**config.mk**
```make
export PLATFORM = sky130hd
export DESIGN_NAME = ckc_roll
export DESIGN_NICKNAME = d
export VERILOG_FILES = /design/src/sv/ckc_pkg.sv /design/src/sv/ckc_roll.sv
export SDC_FILE = /design/constraint.sdc
export NUM_CORES = 1
export LEC_CHECK = 0
export ABC_AREA = 1
export ABC_CLOCK_PERIOD_IN_PS = 3500
export BUFFER_PORTS_ARGS = -buffer_cell sky130_fd_sc_hd__clkbuf_2
export CORE_ASPECT_RATIO = 1.5
export CORE_MARGIN = 3
export CORE_UTILIZATION = 30
export DETAILED_ROUTE_END_ITERATION = 6
export HOLD_SLACK_MARGIN = 0.08
export PLACE_DENSITY = 0.55
export SYNTH_ARGS = -nofsm -noshare
export SYNTH_HDL_FRONTEND = slang
export SYNTH_SLANG_ARGS = --single-unit
```
**constraint.sdc**
```tcl
create_clock -name clk -period 3.5 [get_ports clk]
set_input_delay 0.7 -clock clk [delete_from_list [all_inputs] [get_ports clk]]
set_output_delay 0.7 -clock clk [all_outputs]
set_load 0.1 [all_outputs]
```
**src/sv/ckc_pkg.sv**
```systemverilog
package ckc_pkg;

  localparam int IN_INDEX_W  = 16;
  localparam int OUT_INDEX_W = 16;
  localparam int OUT_COUNT_W = 32;
  localparam int KLEN_W      = 4;
  localparam int CFG_DATA_W  = 4;
  localparam int CFG_INDEX_W = 1;

  localparam logic [KLEN_W-1:0] KMER_LENGTH_RESET = 4'd8;

  localparam logic [CFG_INDEX_W-1:0] REG_KMER_LENGTH = 1'd0;
  localparam logic [CFG_INDEX_W-1:0] REG_PICK_LARGER = 1'd1;

  localparam logic OP_FEED = 1'b0;
  localparam logic OP_READ = 1'b1;

  // Output queue depth and its pointer and fill widths.
  localparam int Q_DEPTH = 3;
  localparam int QPTR_W  = $clog2(Q_DEPTH);
  localparam int QCNT_W  = $clog2(Q_DEPTH + 1);

  typedef struct packed {
    logic is_read;
    logic is_count;
  } issue_t;

  typedef struct packed {
    logic                   kmer_valid;
    logic [OUT_INDEX_W-1:0] kmer_index;
    logic [OUT_COUNT_W-1:0] count_value;
  } out_item_t;

endpackage

```
**src/sv/ckc_roll.sv**
```systemverilog
module ckc_roll #(
  parameter int MAX_KMER = 8
) (
  input  logic                      clk,
  input  logic                      rst,
  input  logic                      step,
  input  logic [1:0]                base_code,
  input  logic                      sequence_start,
  input  logic [ckc_pkg::KLEN_W-1:0] kmer_length,
  input  logic                      pick_larger,
  output logic [2*MAX_KMER-1:0]     canon_index,
  output logic                      full
);

  localparam int IW = 2 * MAX_KMER;
  localparam int KW = $clog2(MAX_KMER + 1);

  logic [IW-1:0] forward_word;
  logic [IW-1:0] reverse_word;
  logic [KW-1:0] bases_filled;

  logic [IW-1:0] forward_word_next;
  logic [IW-1:0] reverse_word_next;
  logic [KW-1:0] bases_filled_next;

  logic [ckc_pkg::KLEN_W-1:0] k4;
  logic [KW-1:0]              k;
  logic [KW:0]                two_k;
  logic [IW-1:0]              mask;
  logic [IW-1:0]              comp_ins;
  logic [IW+1:0]              fwd_shift;
  logic [KW-1:0]              fill_base;

  always_comb begin
    if (kmer_length == '0) begin
      k4 = ckc_pkg::KLEN_W'(1);
    end else if (kmer_length > ckc_pkg::KLEN_W'(MAX_KMER)) begin
      k4 = ckc_pkg::KLEN_W'(MAX_KMER);
    end else begin
      k4 = kmer_length;
    end
    k     = k4[KW-1:0];
    two_k = {k, 1'b0};

    for (int i = 0; i < IW; i++) begin
      mask[i] = ((KW + 1)'(i) < two_k);
    end
    // The complement of the new base lands in the top base slot of the k-mer.
    for (int j = 0; j < MAX_KMER; j++) begin
      comp_ins[2*j +: 2] = (KW'(j) == (k - KW'(1))) ? ~base_code : 2'b00;
    end

    fwd_shift         = {forward_word, base_code};
    forward_word_next = fwd_shift[IW-1:0] & mask;
    reverse_word_next = (((reverse_word & mask) >> 2) | comp_ins) & mask;

    fill_base = sequence_start ? '0 : bases_filled;
    if (fill_base < k) begin
      bases_filled_next = fill_base + KW'(1);
    end else begin
      bases_filled_next = k;
    end
    full = (bases_filled_next >= k);

    if (pick_larger) begin
      canon_index = (forward_word_next > reverse_word_next) ?
                    forward_word_next : reverse_word_next;
    end else begin
      canon_index = (forward_word_next < reverse_word_next) ?
                    forward_word_next : reverse_word_next;
    end
  end

  always_ff @(posedge clk) begin
    if (rst) begin
      forward_word <= '0;
      reverse_word <= '0;
      bases_filled <= '0;
    end else if (step) begin
      forward_word <= forward_word_next;
      reverse_word <= reverse_word_next;
      bases_filled <= bases_filled_next;
    end
  end

endmodule

```
; ---- Word-level counts from Yosys, hierarchy flattened
; Index checks and enable logic that the tools add are counted.
[totals]
output_inout_bits = 17
reg_bits = 34
wordCells = 55
inputBits = 11
[classes]
n_mux = 15
n_reduce_logical = 2
n_bitwise = 5
addsub = 2
eq_ne = 7
magnitude_cmp = 21
[op_table]
columns = op, count
row1 = 16-bit bitwise AND, 3
row2 = 16-bit 2-to-1 mux, 3
row3 = "4-bit by 5-bit < comparator with 1-bit output, first input constant", 8
row4 = "3-bit by 5-bit < comparator with 1-bit output, first input constant", 4
row5 = "3-bit by 4-bit == test with 1-bit output, first input constant", 4
row6 = 16-bit > comparator, 1
row7 = 16-bit < comparator, 1
row8 = 2-bit 2-to-1 mux, 8
row9 = 4-bit 2-to-1 mux, 4
row10 = 14-bit by 16-bit OR with 16-bit output, 1
row11 = "1-bit by 5-bit < comparator with 1-bit output, first input constant", 2
row12 = "2-bit by 5-bit < comparator with 1-bit output, first input constant", 2
row13 = "2-bit by 4-bit == test with 1-bit output, first input constant", 2
row14 = 4-bit zero test, 2
row15 = "4-bit by 1-bit adder with 4-bit output, second input constant", 1
row16 = "1-bit by 4-bit == test with 1-bit output, first input constant", 1
row17 = 4-bit >= comparator, 1
row18 = "4-bit > comparator, second input constant", 1
row19 = 4-bit < comparator, 1
row20 = "4-bit by 1-bit subtractor with 4-bit output, second input constant", 1
row21 = 2-bit inverter, 1

; ---- Logic depth before layout (Yosys ltp)
[depth]
ltp_word = 11
ltp_mapped = 23
depth_no_buf = 21

; ---- Worst setup path after synthesis
; OpenSTA, ideal clock, no wires.
[synth_timing]
path_kind = input to output
startpoint = in base_code[1]
endpoint = out canon_index[10]
path_buffers = 2
required_ns = 2.800
stages = 12
arrival_time_ns = 3.206
slack_ns = -0.406
path_cell_list = clkbuf_1 > inv_1 > a22oi_1 > ha_1 > a21oi_1 > o21ai_1 > a21oi_4 > nand2_2 > buf_2 > nand3_1 > nand3_1 > nand2_1
[synth_via]
elab_chain_len = 7
word_cells_on_any_way = 17
[synth_rtl]
columns = element, line_no
row1 = "start, declared", ckc_roll.sv:7  ; input logic [1:0] base_code,
row2 = 2-bit inverter, ckc_roll.sv:50  ; comp_ins[2*j +: 2] = (KW'(j) == (k - KW'(1))) ? ~base_code : 2'b00;
row3 = 2-bit 2-to-1 mux, ckc_roll.sv:50
row4 = 14-bit by 16-bit OR with 16-bit output, ckc_roll.sv:55  ; reverse_word_next = (((reverse_word & mask) >> 2) | comp_ins) & mask;
row5 = 16-bit bitwise AND, ckc_roll.sv:55
row6 = 16-bit < comparator / 16-bit > comparator (equally long branches), "ckc_roll.sv:69, ckc_roll.sv:66"
row7 = "16-bit 2-to-1 mux, on equally long branches", "ckc_roll.sv:69, ckc_roll.sv:66"
row8 = 16-bit 2-to-1 mux (*), ckc_roll.sv:65  ; if (pick_larger) begin
row9 = "end, declared", ckc_roll.sv:11  ; output logic [2*MAX_KMER-1:0] canon_index,
; Mark *: on every way between the ends. The rest lies on a longest branch, timed or not.

; ---- Final worst setup path
[layout_timing]
startpoint = in kmer_length[1] (netlist name)
endpoint = out canon_index[10]
[layout_via]
word_cells_on_any_way = 46
[layout_lines]
columns = element, line_no
row1 = "start, declared", ckc_roll.sv:9  ; input logic [ckc_pkg::KLEN_W-1:0] kmer_length,
row2 = 4-bit > comparator, ckc_roll.sv:37  ; end else if (kmer_length > ckc_pkg::KLEN_W'(MAX_KMER)) begin
row3 = 4-bit 2-to-1 mux, ckc_roll.sv:37
row4 = 4-bit 2-to-1 mux (*), ckc_roll.sv:35  ; if (kmer_length == '0) begin
row5 = 4-bit by 5-bit < comparator with 1-bit output (*), ckc_roll.sv:46  ; mask[i] = ((KW + 1)'(i) < two_k);
row6 = 16-bit bitwise AND (*), ckc_roll.sv:54  ; forward_word_next = fwd_shift[IW-1:0] & mask;
row7 = net forward_word_next[9], ckc_roll.sv:22  ; logic [IW-1:0] forward_word_next;
row8 = 16-bit < comparator / 16-bit > comparator (equally long branches), "ckc_roll.sv:69, ckc_roll.sv:66"
row9 = "16-bit 2-to-1 mux, on equally long branches", "ckc_roll.sv:69, ckc_roll.sv:66"
row10 = 16-bit 2-to-1 mux (*), ckc_roll.sv:65
; The timed path passes the listed nets; every way through them passes the cells marked *.

==> impl_metrics.csv <==
group,metric,value,unit
synthesis,synth_cells,455,
synthesis,synthesis.area,2850,um2
setup_path,crit_family,"simple AND/OR/NAND/NOR gates",
synthesis,synth_seq_cells,32,
drt,drtAntennaViolNets,0,
power,power_density,457,nW/um2
clock_tree,cts.sinks,32,
power,power_leakage,2.42,nW
synthesis,syn_area_per_cell,6.26,um2
drt,firstDrtPassIters,4,
clock_tree,htree_num_levels,2,
setup_path,worstPathRequired,2800,ps
timing,final-hold-violation-count,0,
setup_path,path_max_fanout,8,
setup_path,cp.arrival,3040,ps
floorplanning,die_y,125,um
setup_path,max_stage_delay,270,ps
power,ir_drop,0.304,mV
global_routing,grt_max_degree,41,
drt,drt-initial-drc-count,139,
clock_tree,cts_tree,"yes",
run_status,status,"finished with violations",
setup_path,cp_cell_sequence,"buf_4 > buf_4 > nor2_4 > a21oi_4 > nand2_2 > inv_2 > ha_4 > nand2_1 > nand2_1 > nand3_1 > nand2_2 > a21oi_4 > nand2_8 > clkbuf_16 > nand2_1 > nand3_1 > nand2_4 > buf_12",
floorplanning,start_util,31.5,%
finish,fill_cells,859,
place,routabilityCongestion,0.852,
place,place_ws,-375,ps
timing,fin_ws,-235,ps
place,dp_hpwl,6.79,mm
job,maxCapViolCount,0,
clock_tree,root_buffer,"clkbuf_16",
timing,hold_slack,490,ps
drt,via_count,3349,
timing,period_share,107,%
global_routing,grt-ovfl-total,0,
timing,slew_headroom,51.3,%
clock_tree,cts_buffers,5,
timing,fmax,268,MHz
synthesis,yosysWarnings,0,
place,portBuffers,27,
timing,min_period,3740,ps
timing,slew_viol_final,0,
clock_tree,clock_latency,290,ps
finish,fin_util,53.9,%
finish,antenna_cells,0,
synthesis,ys.flop_type,"dfxtp_1",
floorplanning,fp-row-count,42,
global_routing,grt_pass1_wl,15.0,mm
setup_path,cpMaxStageDelayCell,"a21oi_4",
floorplanning,dieArea,10700,um2
timing,setup_viol,16,
synthesis,ys_types,29,
setup_path,cpMostUsedCell,"nand2_1",
global_routing,antenna_found_initial,0,
run_status,violations,"setup timing",
worst_hold_path,min_path_type,"reg -> reg",
setup_path,crit_buf_inv,5,
setup_path,end_kind,"primary output",
synthesis,async_flop_share,0,%
power,finalPower,2.22,mW
synthesis,ys_seq_area_share,22.5,%
setup_path,critPathKind,"in -> out",
global_routing,grt_pass1_vias,3065,
synthesis,syn_nets,490,
drt,detail_route.wl_per_cell,15.4,um
drt,drcViolationCount,0,
global_routing,grt_usage,17.3,%
floorplanning,core,9040,um2
drt,wl,10.1,mm
finish,drive_gt1_share,46.7,%
timing,rsz0062_at_grt,"yes",
timing,tightest_slew,730,ps
finish,areaGrowthSynthToFinish,71.1,%
finish,finalNetCount,580,
synthesis,synth-edff-count,0,
clock_tree,clk_pin_slew_worst_paths,50,ps
setup_path,start_kind,"primary input",
timing,clock-skew-final,8.87,ps
floorplanning,pin_count,28,
drt,detail_route.vias_per_cell,5.11,
floorplanning,die_w,85.6,um
clock_tree,clockBufferDepth,2,
[cell families after synthesis]
kind of cell             synth area share [%]
XOR/XNOR                                0.615
AO/OA/AOI/OAI                            18.3
buffers and inverters                    13.5
flip-flops                               22.5
AND/OR/NAND/NOR                          34.6
adder cells (fa/ha/maj)                  10.5
[final timing paths]
check                   start          endpoint  slack, ps  cells after the start
min          reverse_word[13]  reverse_word[13]        490                      2
max            kmer_length[1]   canon_index[10]       -240                     18
max reg2reg   bases_filled[3]   bases_filled[2]       1860                     10
min reg2reg  reverse_word[13]  reverse_word[13]        490                      2
[timing repair]
item	4_1_cts	5_1_grt
endpoints found under the hold margin	0	0
pin swaps	11	38
cloned	0	4
endpoints found under the setup margin	17	17
buffers inserted	4	11
hold buffers	0	0
gates resized for setup	18	116
[synthesized netlist by cell type, types with 4 or more instances]
cell type,number,area [um2]
dfxtp_1,32,641
nor2_1,12,45.0
buf_2,4,20.0
ha_1,24,300
o21ai_1,7,35.0
o211ai_1,8,60.1
a21oi_4,4,65.1
nand2_1,110,413
a21oi_1,32,160
o22ai_2,6,75.1
inv_2,21,78.8
inv_1,55,206
nor2_2,6,37.5
nand2_2,6,37.5
nand3_1,75,375
o21ai_0,18,90.1
clkbuf_1,18,67.6
[worst register-to-register path, delay by kind of cell, from the launching register on]
| family | cells | cell delay, ps |
|---|---|---|
| buffers and inverters | 4 | 340 |
| adder cells (fa/ha/maj) | 1 | 310 |
| flip-flops | 1 | 310 |
| AND/OR/NAND/NOR | 4 | 450 |
| AO/OA/AOI/OAI | 1 | 190 |
[final cells by class]
| class | count | area (um2) | area share [%] |
|---|---|---|---|
| multi-input combinational | 325 | 2540 | 52.1 |
| sequential | 32 | 641 | 13.1 |
| tap | 110 | 138 | 2.82 |
| timing repair buffer | 105 | 1100 | 22.7 |
| inverter | 76 | 305 | 6.27 |
| clock buffer | 8 | 146 | 3.00 |
[registers in the layout (all words and copies together), names as in the netlist]
register      cells
bases_filled      4
forward_word     14
reverse_word     14
[report_power, final]
group          switching, mW  internal (mW)
Clock                  0.164          0.284
Sequential            0.0133          0.389
Combinational          0.851          0.523
[metal layers]
layer	up-vias	part of all wire, %	GRT usage, %	wire length, um
li1	1663	-	-	-
met1	1607	42	21.3	4200
met2	66	53	30.2	5390
met3	13	2.5	2.17	249
met4	0	2.5	6.62	252
met5	-	0	0	0
[cell usage in the layout (no fill, tap or decap), types with 7 or more instances in the layout]
cell | Yosys | routed
ha_1 | 24 | 15
nor2_4 | 2 | 9
dfxtp_1 | 32 | 32
buf_12 | 0 | 20
buf_4 | 0 | 64
nor2_1 | 12 | 9
nand2_1 | 110 | 71
a21oi_4 | 4 | 7
o22ai_2 | 6 | 8
ha_4 | 0 | 9
inv_2 | 21 | 20
clkbuf_2 | 0 | 7
nand2_2 | 6 | 16
buf_6 | 1 | 11
a21oi_1 | 32 | 26
nand3_1 | 75 | 46
o211ai_1 | 8 | 8
o21ai_0 | 18 | 18
nand3_2 | 1 | 25
inv_1 | 55 | 53
clkbuf_16 | 0 | 7
nand2_4 | 0 | 26
[through the flow]
step | setup TNS [ps] | instance area (um2) | instances
floorplan | -100 | 3010 | 455
global placement | -5550 | 3910 | 630
detailed placement | -5790 | 3910 | 630
CTS | -4350 | 4180 | 642
global route | -5200 | 4870 | 656
finish | -3370 | 4870 | 656
Note: power is estimated with default switching activity, not from simulation.
