**src/sv/ckc_pkg.sv**
```systemverilog
package ckc_pkg;

  localparam int IN_INDEX_W  = 16;
  localparam int OUT_INDEX_W = 16;
  localparam int OUT_COUNT_W = 32;
  localparam int KLEN_W      = 4;
  localparam int CFG_DATA_W  = 4;
  localparam int CFG_INDEX_W = 1;

  localparam logic [KLEN_W-1:0] KMER_LENGTH_RESET = 4'd8;

  localparam logic [CFG_INDEX_W-1:0] REG_KMER_LENGTH = 1'd0;
  localparam logic [CFG_INDEX_W-1:0] REG_PICK_LARGER = 1'd1;

  localparam logic OP_FEED = 1'b0;
  localparam logic OP_READ = 1'b1;

  // Output queue depth and its pointer and fill widths.
  localparam int Q_DEPTH = 3;
  localparam int QPTR_W  = $clog2(Q_DEPTH);
  localparam int QCNT_W  = $clog2(Q_DEPTH + 1);

  typedef struct packed {
    logic is_read;
    logic is_count;
  } issue_t;

  typedef struct packed {
    logic                   kmer_valid;
    logic [OUT_INDEX_W-1:0] kmer_index;
    logic [OUT_COUNT_W-1:0] count_value;
  } out_item_t;

endpackage

```
**src/sv/ckc_outq.sv**
```systemverilog
module ckc_outq (
  input  logic                          clk,
  input  logic                          rst,
  input  logic                          push,
  input  ckc_pkg::out_item_t            push_item,
  input  logic                          pop,
  output logic                          not_empty,
  output ckc_pkg::out_item_t            head,
  output logic [ckc_pkg::QCNT_W-1:0]    fill
);

  ckc_pkg::out_item_t entries [ckc_pkg::Q_DEPTH];

  logic [ckc_pkg::QPTR_W-1:0] wr_ptr;
  logic [ckc_pkg::QPTR_W-1:0] rd_ptr;
  logic                       do_pop;

  function automatic logic [ckc_pkg::QPTR_W-1:0] bump(
    input logic [ckc_pkg::QPTR_W-1:0] p
  );
    return (p == ckc_pkg::QPTR_W'(ckc_pkg::Q_DEPTH - 1)) ? '0 : p + ckc_pkg::QPTR_W'(1);
  endfunction

  assign not_empty = (fill != '0);
  assign head      = entries[rd_ptr];
  assign do_pop    = pop && not_empty;

  always_ff @(posedge clk) begin
    if (push) begin
      entries[wr_ptr] <= push_item;
    end
  end

  always_ff @(posedge clk) begin
    if (rst) begin
      wr_ptr <= '0;
      rd_ptr <= '0;
      fill   <= '0;
    end else begin
      if (push) begin
        wr_ptr <= bump(wr_ptr);
      end
      if (do_pop) begin
        rd_ptr <= bump(rd_ptr);
      end
      if (push && !do_pop) begin
        fill <= fill + ckc_pkg::QCNT_W'(1);
      end else if (!push && do_pop) begin
        fill <= fill - ckc_pkg::QCNT_W'(1);
      end
    end
  end

endmodule

```
**config.mk**
```make
export PLATFORM = sky130hd
export DESIGN_NAME = ckc_outq
export DESIGN_NICKNAME = d
export VERILOG_FILES = /design/src/sv/ckc_pkg.sv /design/src/sv/ckc_outq.sv
export SDC_FILE = /design/constraint.sdc
export NUM_CORES = 1
export LEC_CHECK = 0
export BUFFER_PORTS_ARGS = -buffer_cell sky130_fd_sc_hd__buf_4
export CAP_MARGIN = 15
export CORE_MARGIN = 5
export CORE_UTILIZATION = 40
export DETAILED_ROUTE_END_ITERATION = 8
export SLEW_MARGIN = 20
export SYNTH_ARGS = -nofsm -noshare
export SYNTH_HDL_FRONTEND = slang
export SYNTH_SLANG_ARGS = --single-unit
```
**constraint.sdc**
```tcl
create_clock -name clk -period 7.2 [get_ports clk]
set_input_delay 1.44 -clock clk [delete_from_list [all_inputs] [get_ports clk]]
set_output_delay 1.44 -clock clk [all_outputs]
set_load 0.02 [all_outputs]
```
# After elaboration in Yosys (flattened, before gate mapping)
# Memory sizes are Yosys's and may differ from the RTL's. A register that Yosys moved wholly into a read port is not among the register bits.
# Index checks and enable logic that the tools add are counted.
word_totals:
  out_inout_bits: 52
  wordCells: 25
  input_bits: 53
  mem_bits_rw: 147
  memories: 1
  reg_bits: 6
classes:
  mux: 8
  addsub: 4
  n_reduce_logical: 7
  n_eq_ne: 2
mem_list:
  columns: ["name", "depth", "width", "rd", "rd_ports_with_merged_regs", "write_ports", "line_no", "text"]
  rows:
  - ["entries", 3, 49, 1, 1, 1, "ckc_outq.sv:12", "ckc_pkg::out_item_t entries [ckc_pkg::Q_DEPTH];"]
op_table:
  columns: ["cell", "n"]
  rows:
  - ["2-to-1 mux 2 bit", 6]
  - ["adder 2 x 1 -> 2 bit, second input constant", 3]
  - ["equality test 2 bit, second input constant", 2]
  - ["nonzero test 2 bit", 2]
  - ["logical AND 1 bit", 3]
  - ["logical NOT 1 bit", 2]
  - ["2-to-1 mux 1 bit", 2]
  - ["subtractor 2 x 1 -> 2 bit, second input constant", 1]

# Depth between registers and ports, before layout
# Gate-level depths: netlist (run 1).
logic_depth:
  ltp_word: 5
  ltp_mapped: 5
  ltp_nobuf: 5

# Worst setup path after synthesis (run 1)
# No wires, ideal clock.
synth_path:
  kind: "input -> register"
  startpoint: "input port push"
  endpoint: "register wr_ptr[0] in the netlist's numbering"
  t_arrival_ns: 5.352
  setup_time_ns: 0.072
  cell_stages: 3
  path_slack_ns: 1.775
  required_time_ns: 7.128
  path_buffers: 0
  path_cell_list: "inv_1 -> nor3_1 -> o21ba_2"
synth_lines:
  columns: ["element", "line_no", "text"]
  rows:
  - ["start, declared", "ckc_outq.sv:4", "input logic push,"]
  - ["end signal, assigned", "ckc_outq.sv:41", "wr_ptr <= bump(wr_ptr);"]
  - ["end, declared", "ckc_outq.sv:14", "logic [ckc_pkg::QPTR_W-1:0] wr_ptr;"]

==> results.sh, run 1 <==
export IMPL_outcome="finished clean"
export IMPL_dr_pass1_iters=4
export IMPL_setup_viol=0
export IMPL_routed_wl_um=10400
export IMPL_synthDistinctLibCells=25
export IMPL_avgSynthCellArea_um2=16.8
export IMPL_drtIter0Drc=216
export IMPL_drv_cap=0
export IMPL_whs_ns=0.481
export IMPL_antenna_found_initial=0
export IMPL_clk_latency_ns=0.41
export IMPL_finalCritPeriodShare_pct=49.1
export IMPL_worstPathCellList="mux2i_1 -> o21ai_0 -> buf_4"
export IMPL_synthTopCellsByCount="147 x edfxtp_1, 52 x nand2_1, 49 x mux2i_1"
export IMPL_gp_congestion=0.695
export IMPL_fp_row_count=43
export IMPL_critPathBufInv=1
export IMPL_worst_slew_pin_slew_ns=0.910
export IMPL_crit_family="flip-flops"
export IMPL_critPathKind="flip-flop to output port"
export IMPL_synth_top_family_by_area="multiplexers"
export IMPL_fin_skew_ns=0.00529
export IMPL_numPortBuffers=104
export IMPL_cts_resized_gates=0
export IMPL_cpPeakStageDelay_ns=0.94
export IMPL_synth_edf_count=147
export IMPL_netlist_area_mm2=0.00575
export IMPL_hold_viol=0
export IMPL_yosysMostFrequentCell="edfxtp_1"
export IMPL_power_total_uw=2400
export IMPL_initial_core_util_pct=41.1
export IMPL_dp_hpwl_um=6130
export IMPL_die_w_um=130
export IMPL_ir_drop_mv=0.282
export IMPL_syn_nets=397
export IMPL_post_route_drc_count=0
export IMPL_yosysSeqAreaShare_pct=79.5
export IMPL_cts_setup_buffers=0
export IMPL_cts_buffer_depth=2
export IMPL_crit_slowest_cell="dfxtp_4"
export IMPL_die_area_mm2=0.0169
export IMPL_tns_ns=0
export IMPL_vias=3086
export IMPL_end_kind="output port"
export IMPL_netlist_area_leader_share_pct=76.8
export IMPL_core_area_mm2=0.0140
export IMPL_cp_max_fo=49
export IMPL_ios=105
export IMPL_crit_required_ns=5.76
export IMPL_synth_mux_area_share_pct=8.53
export IMPL_crit_cells=3
export IMPL_cts_buffers=17
export IMPL_synth_top_area_cell="edfxtp_1"
export IMPL_syn_inst=343
export IMPL_track_usage_pct=12.8
export IMPL_hold_class="flip-flop to flip-flop"
export IMPL_cts_clk_slew_worst_paths_ns=0.05
export IMPL_period_needed_ns=3.53
export IMPL_synth_fa_ha_area_share_pct=0.218
export IMPL_holdPathStages=2
export IMPL_grt_pass1_vias=3144
export IMPL_grt_max_degree=99
export IMPL_diodes=0
export IMPL_power_density_mw_per_mm2=331
export IMPL_clockRootBuffer="clkbuf_16"
export IMPL_nNetsFinal=506
export IMPL_final_max_slew_violation_count=0
export IMPL_rsz0062_at_grt="no"
export IMPL_grt_first_pass_wirelength_um=16000
export IMPL_viasPerCell=4.78
export IMPL_setup_worst_path_start_class="flip-flop"
export IMPL_htree_num_levels=4
export IMPL_p_leak_uw=0.00249
export IMPL_synth_simple_gate_area_share_pct=4.42
export IMPL_cp_arrival_ns=2.09
export IMPL_cts_hold_buf=0
export IMPL_synth_compound_gate_area_share_pct=5.09
export IMPL_grt_overflow_total=0
export IMPL_area_delta_synth_final_pct=25.9
export IMPL_ys_top_cells_by_area="edfxtp_1 77%, mux2i_1 8.5%, o21ai_0 3.5%"
export IMPL_async_flop_share_pct=0
export IMPL_post_drt_wl_per_cell_um=16.2
export IMPL_r2r_cells=2
export IMPL_drive_gt1_share_pct=29.9
export IMPL_synth_xor_area_share_pct=0.305
export IMPL_postRouteAntennaNets=0
export IMPL_ys_warn_count=0
export IMPL_ys_ff_latch=155
export IMPL_cts_tree="yes"
export IMPL_max_freq_ghz=0.283
export IMPL_synth_ff_type="edfxtp_1"
export IMPL_slew_headroom_pct=39.3
export IMPL_cts_num_sinks=155
export IMPL_fp_dieH_um=130
## sequential cells by signal, summed over array words and instances (netlist names), named ones only
name / flops
wr_ptr: 2
fill: 2
rd_ptr: 2
entries: 147
## stage by stage
| stage | instances | setup slack (ns) | cell area [um^2] | utilization, % |
|---|---|---|---|---|
| 3_5_place_dp | 613 | 3.89 | 6700 | 47.9 |
| 6_report | 645 | 3.67 | 7240 | 51.7 |
| 5_1_grt | 645 | 3.54 | 7240 | 51.7 |
| 2_1_floorplan | 343 | 1.78 | 5750 | - |
| 4_1_cts | 645 | 3.62 | 7240 | 51.7 |
| 3_3_place_gp | 613 | 3.93 | 6700 | 47.9 |
## logic make-up (layout without fill, tap and decap cells)
kind of cell | after synthesis | in the layout
muxes | 49 | 49
buffers and inverters | 18 | 140
DFF | 155 | 155
adders and majority gates | 1 | 1
AOI/OAI and AO/OA | 56 | 56
and+or+nand+nor | 62 | 62
xor gates and xnor gates | 2 | 2
## layout by cell type, fill, tap and decap left out, drive strengths merged, types with 2 or more instances in the layout
master / netlist / final
clkinv: 0 / 9
edfxtp: 147 / 147
dfxtp: 8 / 8
or3: 2 / 2
bufinv: 0 / 2
o21ai: 51 / 51
xor2: 2 / 2
mux2i: 49 / 49
nor2: 3 / 3
nand2: 52 / 52
clkbuf: 7 / 21
buf: 10 / 107
a21oi: 4 / 4
## metal layers
layer	track usage [%]	vias to the layer above	part of all wire, %	wire (um)
met1	15.6	1478	43	4460
li1	-	1508	-	-
met2	20.5	90	49	5120
met5	0	-	0	0
met4	4.22	0	0.79	82
met3	5.61	10	7.2	755
## path summary, 6_finish.rpt
check	startpoint	end	slack, ns
hold / removal	rd_ptr[0]	flip-flop	0.48
hold reg to reg	rd_ptr[0]	flip-flop	0.48
setup / recovery	flip-flop	head[28]	3.67
setup reg to reg	wr_ptr[0]	entries[0][2]	5.15
## power by group
part           internal [uW]  leakage, uW  switching, uW  total, uW
logic                    219     0.000795            243        463
registers               1040      0.00143           80.2       1120
clock network            502     0.000266            311        813
total                   1760      0.00249            635       2400
## area by class of cell
type | instances | area [um^2]
inverter | 1 | 3.75
multi-input combinational | 170 | 1080
tap | 180 | 225
clock buffer | 21 | 440
timing repair buffer | 107 | 803
sequential | 155 | 4580
fill | 1157 | 6750
clock inverter | 11 | 103
## tightest hold or removal path, stage by stage (launching register included)
cell and delay (ns):
dfxtp_1 0.32, nand2_1 0.05, a21oi_1 0.07
Power figures use the tool's default switching activity.
==> run 2: changes to the inputs <==
- ABC_AREA: not set -> 1
- clock period: 7.2 -> 3.6 ns (I/O delays scaled with it)
==> results.sh, run 2 <==
export IMPL_die_area_mm2=0.0172
export IMPL_post_route_drc_count=0
export IMPL_cp_arrival_ns=2.01
export IMPL_fin_skew_ns=0.00678
export IMPL_clkPwrFrac_pct=38.7
export IMPL_yosysSeqAreaShare_pct=78.0
export IMPL_routed_wl_um=12800
export IMPL_crit_required_ns=2.88
export IMPL_cts_resized_gates=0
export IMPL_synth_top_family_by_area="compound AO/OA/AOI/OAI gates"
export IMPL_combPwrFrac_pct=18.7
export IMPL_critPathBufInv=2
export IMPL_grt_first_pass_wirelength_um=19600
export IMPL_cts_buffers=17
export IMPL_power_total_uw=4930
export IMPL_dp_hpwl_um=7620
export IMPL_hold_class="flip-flop to flip-flop"
export IMPL_largest_register_ffs=147
export IMPL_nNetsFinal=579
export IMPL_layout_common_cells="147 x edfxtp_1, 112 x buf_4, 91 x a21oi_1"
export IMPL_final_max_slew_violation_count=0
export IMPL_setup_worst_path_start_class="flip-flop"
export IMPL_setup_viol=0
export IMPL_worstPathCellList="clkinv_2 -> nand2_1 -> a21oi_1 -> buf_4"
export IMPL_grt_max_degree=50
export IMPL_r2r_setup_slack_ns=1.77
export IMPL_r2r_start="wr_ptr[0]"
export IMPL_synth_edf_count=147
export IMPL_track_usage_pct=15.6
export IMPL_whs_ns=0.468
export IMPL_cp_max_fo=49
export IMPL_cts_buffer_depth=2
export IMPL_yosysMostFrequentCell="edfxtp_1"
export IMPL_gp_congestion=0.708
export IMPL_finalCritPeriodShare_pct=75.7
export IMPL_synth_top_area_cell="edfxtp_1"
export IMPL_slew_headroom_pct=33.4
export IMPL_final_common_cell="edfxtp_1"
export IMPL_ys_ff_latch=155
export IMPL_initial_core_util_pct=40.5
export IMPL_ios=105
export IMPL_antenna_found_initial=0
export IMPL_p_leak_uw=0.00281
export IMPL_rsz0062_at_grt="no"
export IMPL_dp_cells=690
export IMPL_drtIter0Drc=283
export IMPL_syn_nets=470
export IMPL_postRouteAntennaNets=0
export IMPL_diodes=0
export IMPL_synth_fa_ha_area_share_pct=0.213
export IMPL_fp_dieH_um=131
export IMPL_crit_cells=4
export IMPL_netlist_area_mm2=0.00586
export IMPL_ir_drop_mv=0.309
export IMPL_grt_overflow_total=0
export IMPL_tns_ns=0
export IMPL_p_int_uw=3690
export IMPL_fp_row_count=44
export IMPL_r2r_cells=3
export IMPL_vias=3584
export IMPL_ys_warn_count=0
export IMPL_top_register="entries"
export IMPL_dr_pass1_iters=4
export IMPL_clk_latency_ns=0.41
export IMPL_power_density_mw_per_mm2=664
export IMPL_synth_mux_area_share_pct=0
export IMPL_crit_family="buffers and inverters"
export IMPL_max_freq_ghz=0.367
export IMPL_post_drt_wl_per_cell_um=17.7
export IMPL_synth_ff_type="edfxtp_1"
export IMPL_avgSynthCellArea_um2=14.1
export IMPL_period_needed_ns=2.73
export IMPL_clockRootBuffer="clkbuf_16"
export IMPL_critPathKind="flip-flop to output port"
export IMPL_drive_gt1_share_pct=31.2
export IMPL_hold_viol=0
export IMPL_async_flop_share_pct=0
export IMPL_endpoint="head[18]"
export IMPL_grt_pass1_vias=3690
export IMPL_r2r_end="entries[1][27]"
export IMPL_end_kind="output port"
export IMPL_pwr_share_seq_pct=42.6
export IMPL_cts_tree="yes"
export IMPL_viasPerCell=4.96
export IMPL_htree_num_levels=4
export IMPL_synth_simple_gate_area_share_pct=8.18
export IMPL_core_area_mm2=0.0145
export IMPL_syn_inst=416
export IMPL_placed_cell_area_mm2=0.00677
export IMPL_crit_slowest_cell="clkinv_2"
export IMPL_cts_num_sinks=155
export IMPL_worst_slew_pin_slew_ns=0.997
export IMPL_cts_setup_buffers=0
export IMPL_cpPeakStageDelay_ns=0.66
export IMPL_cts_clk_slew_worst_paths_ns=0.06
export IMPL_stdcell_count=722
export IMPL_area_delta_synth_final_pct=26.6
export IMPL_ys_top_cells_by_area="edfxtp_1 75%, a21oi_1 7.8%, nor2_1 3.5%"
export IMPL_synth_compound_gate_area_share_pct=9.61
export IMPL_synthTopCellsByCount="147 x edfxtp_1, 91 x a21oi_1, 54 x nor2_1"
export IMPL_numPortBuffers=104
export IMPL_swShare_pct=25.3
export IMPL_drv_cap=0
export IMPL_synthDistinctLibCells=20
export IMPL_p_sw_uw=1250
export IMPL_stdcell_area_mm2=0.00742
export IMPL_cts_hold_buf=0
export IMPL_netlist_area_leader_share_pct=75.3
export IMPL_outcome="finished clean"
export IMPL_synth_xor_area_share_pct=0
export IMPL_die_w_um=131
[run 2: cell types whose count changed in the layout (fill, tap and decap cells not counted), moves of 6 or more]
| cell | previous run | this run |
|---|---|---|
| mux2i_1 | 49 | 0 |
| a21oi_1 | 3 | 91 |
| o21ai_1 | 10 | 0 |
| a21oi_2 | 1 | 10 |
| nand2_2 | 0 | 10 |
| inv_1 | 1 | 11 |
| clkbuf_8 | 0 | 6 |
| nor2_1 | 2 | 54 |
| o21ai_0 | 40 | 1 |
[run 2: through the flow]
| step | setup WS (ns) | util, % |
|---|---|---|
| floorplan | 0.438 | - |
| finish | 0.875 | 51.3 |
| detailed placement | 1.27 | 46.8 |
| global placement | 1.33 | 46.8 |
| global route | 0.725 | 51.3 |
| CTS | 0.814 | 51.3 |
[run 2: cell type report]
type / count / area [um^2]
multi-input combinational: 224 / 1070
tap: 184 / 230
clock inverter: 6 / 130
clock buffer: 26 / 519
inverter: 15 / 57.6
timing repair buffer: 112 / 841
sequential: 155 / 4580
fill: 1247 / 7060
[run 2: cell families (layout without fill, tap and decap cells)]
group	count (synthesis)	after routing
adders and majority gates	1	1
buffers and inverters	37	159
AOI/OAI and AO/OA	104	104
DFF	155	155
and+or+nand+nor	119	119
[run 2: worst min-delay path: cells and delay by family (launching register included)]
family	cells	cell delay, ns
AOI/OAI and AO/OA	1	0.06
and+or+nand+nor	1	0.06
DFF	1	0.31
[run 2: worst min-delay path by stage]
stage | slack (ns) | from | endpoint | cells past startpoint
floorplan | 0.44 | wr_ptr[1] | wr_ptr[1] | 2
global placement | 0.45 | wr_ptr[1] | wr_ptr[1] | 2
detailed placement | 0.46 | wr_ptr[1] | wr_ptr[1] | 2
CTS | 0.45 | rst | wr_ptr[0] | 2
global route | 0.45 | rst | wr_ptr[1] | 2
finish | 0.47 | wr_ptr[1] | wr_ptr[1] | 2
[run 2: layer usage]
layer	global-route usage [%]	part of all wire, %	up-vias
li1	-	-	1713
met4	6.47	0.66	0
met1	20.7	43	1753
met5	0	0	-
met3	4.05	6.3	6
met2	24.6	50	112
[run 2: power by group through the flow]
| stage | sequential (uW) | combinational [uW] | clock, uW |
|---|---|---|---|
| 2_1_floorplan | 2130 | 562 | 0 |
| 3_3_place_gp | 2130 | 927 | 0 |
| 3_5_place_dp | 2140 | 939 | 0 |
| 4_1_cts | 2100 | 942 | 1950 |
| 5_1_grt | 2100 | 1000 | 2030 |
| 6_report | 2100 | 922 | 1910 |
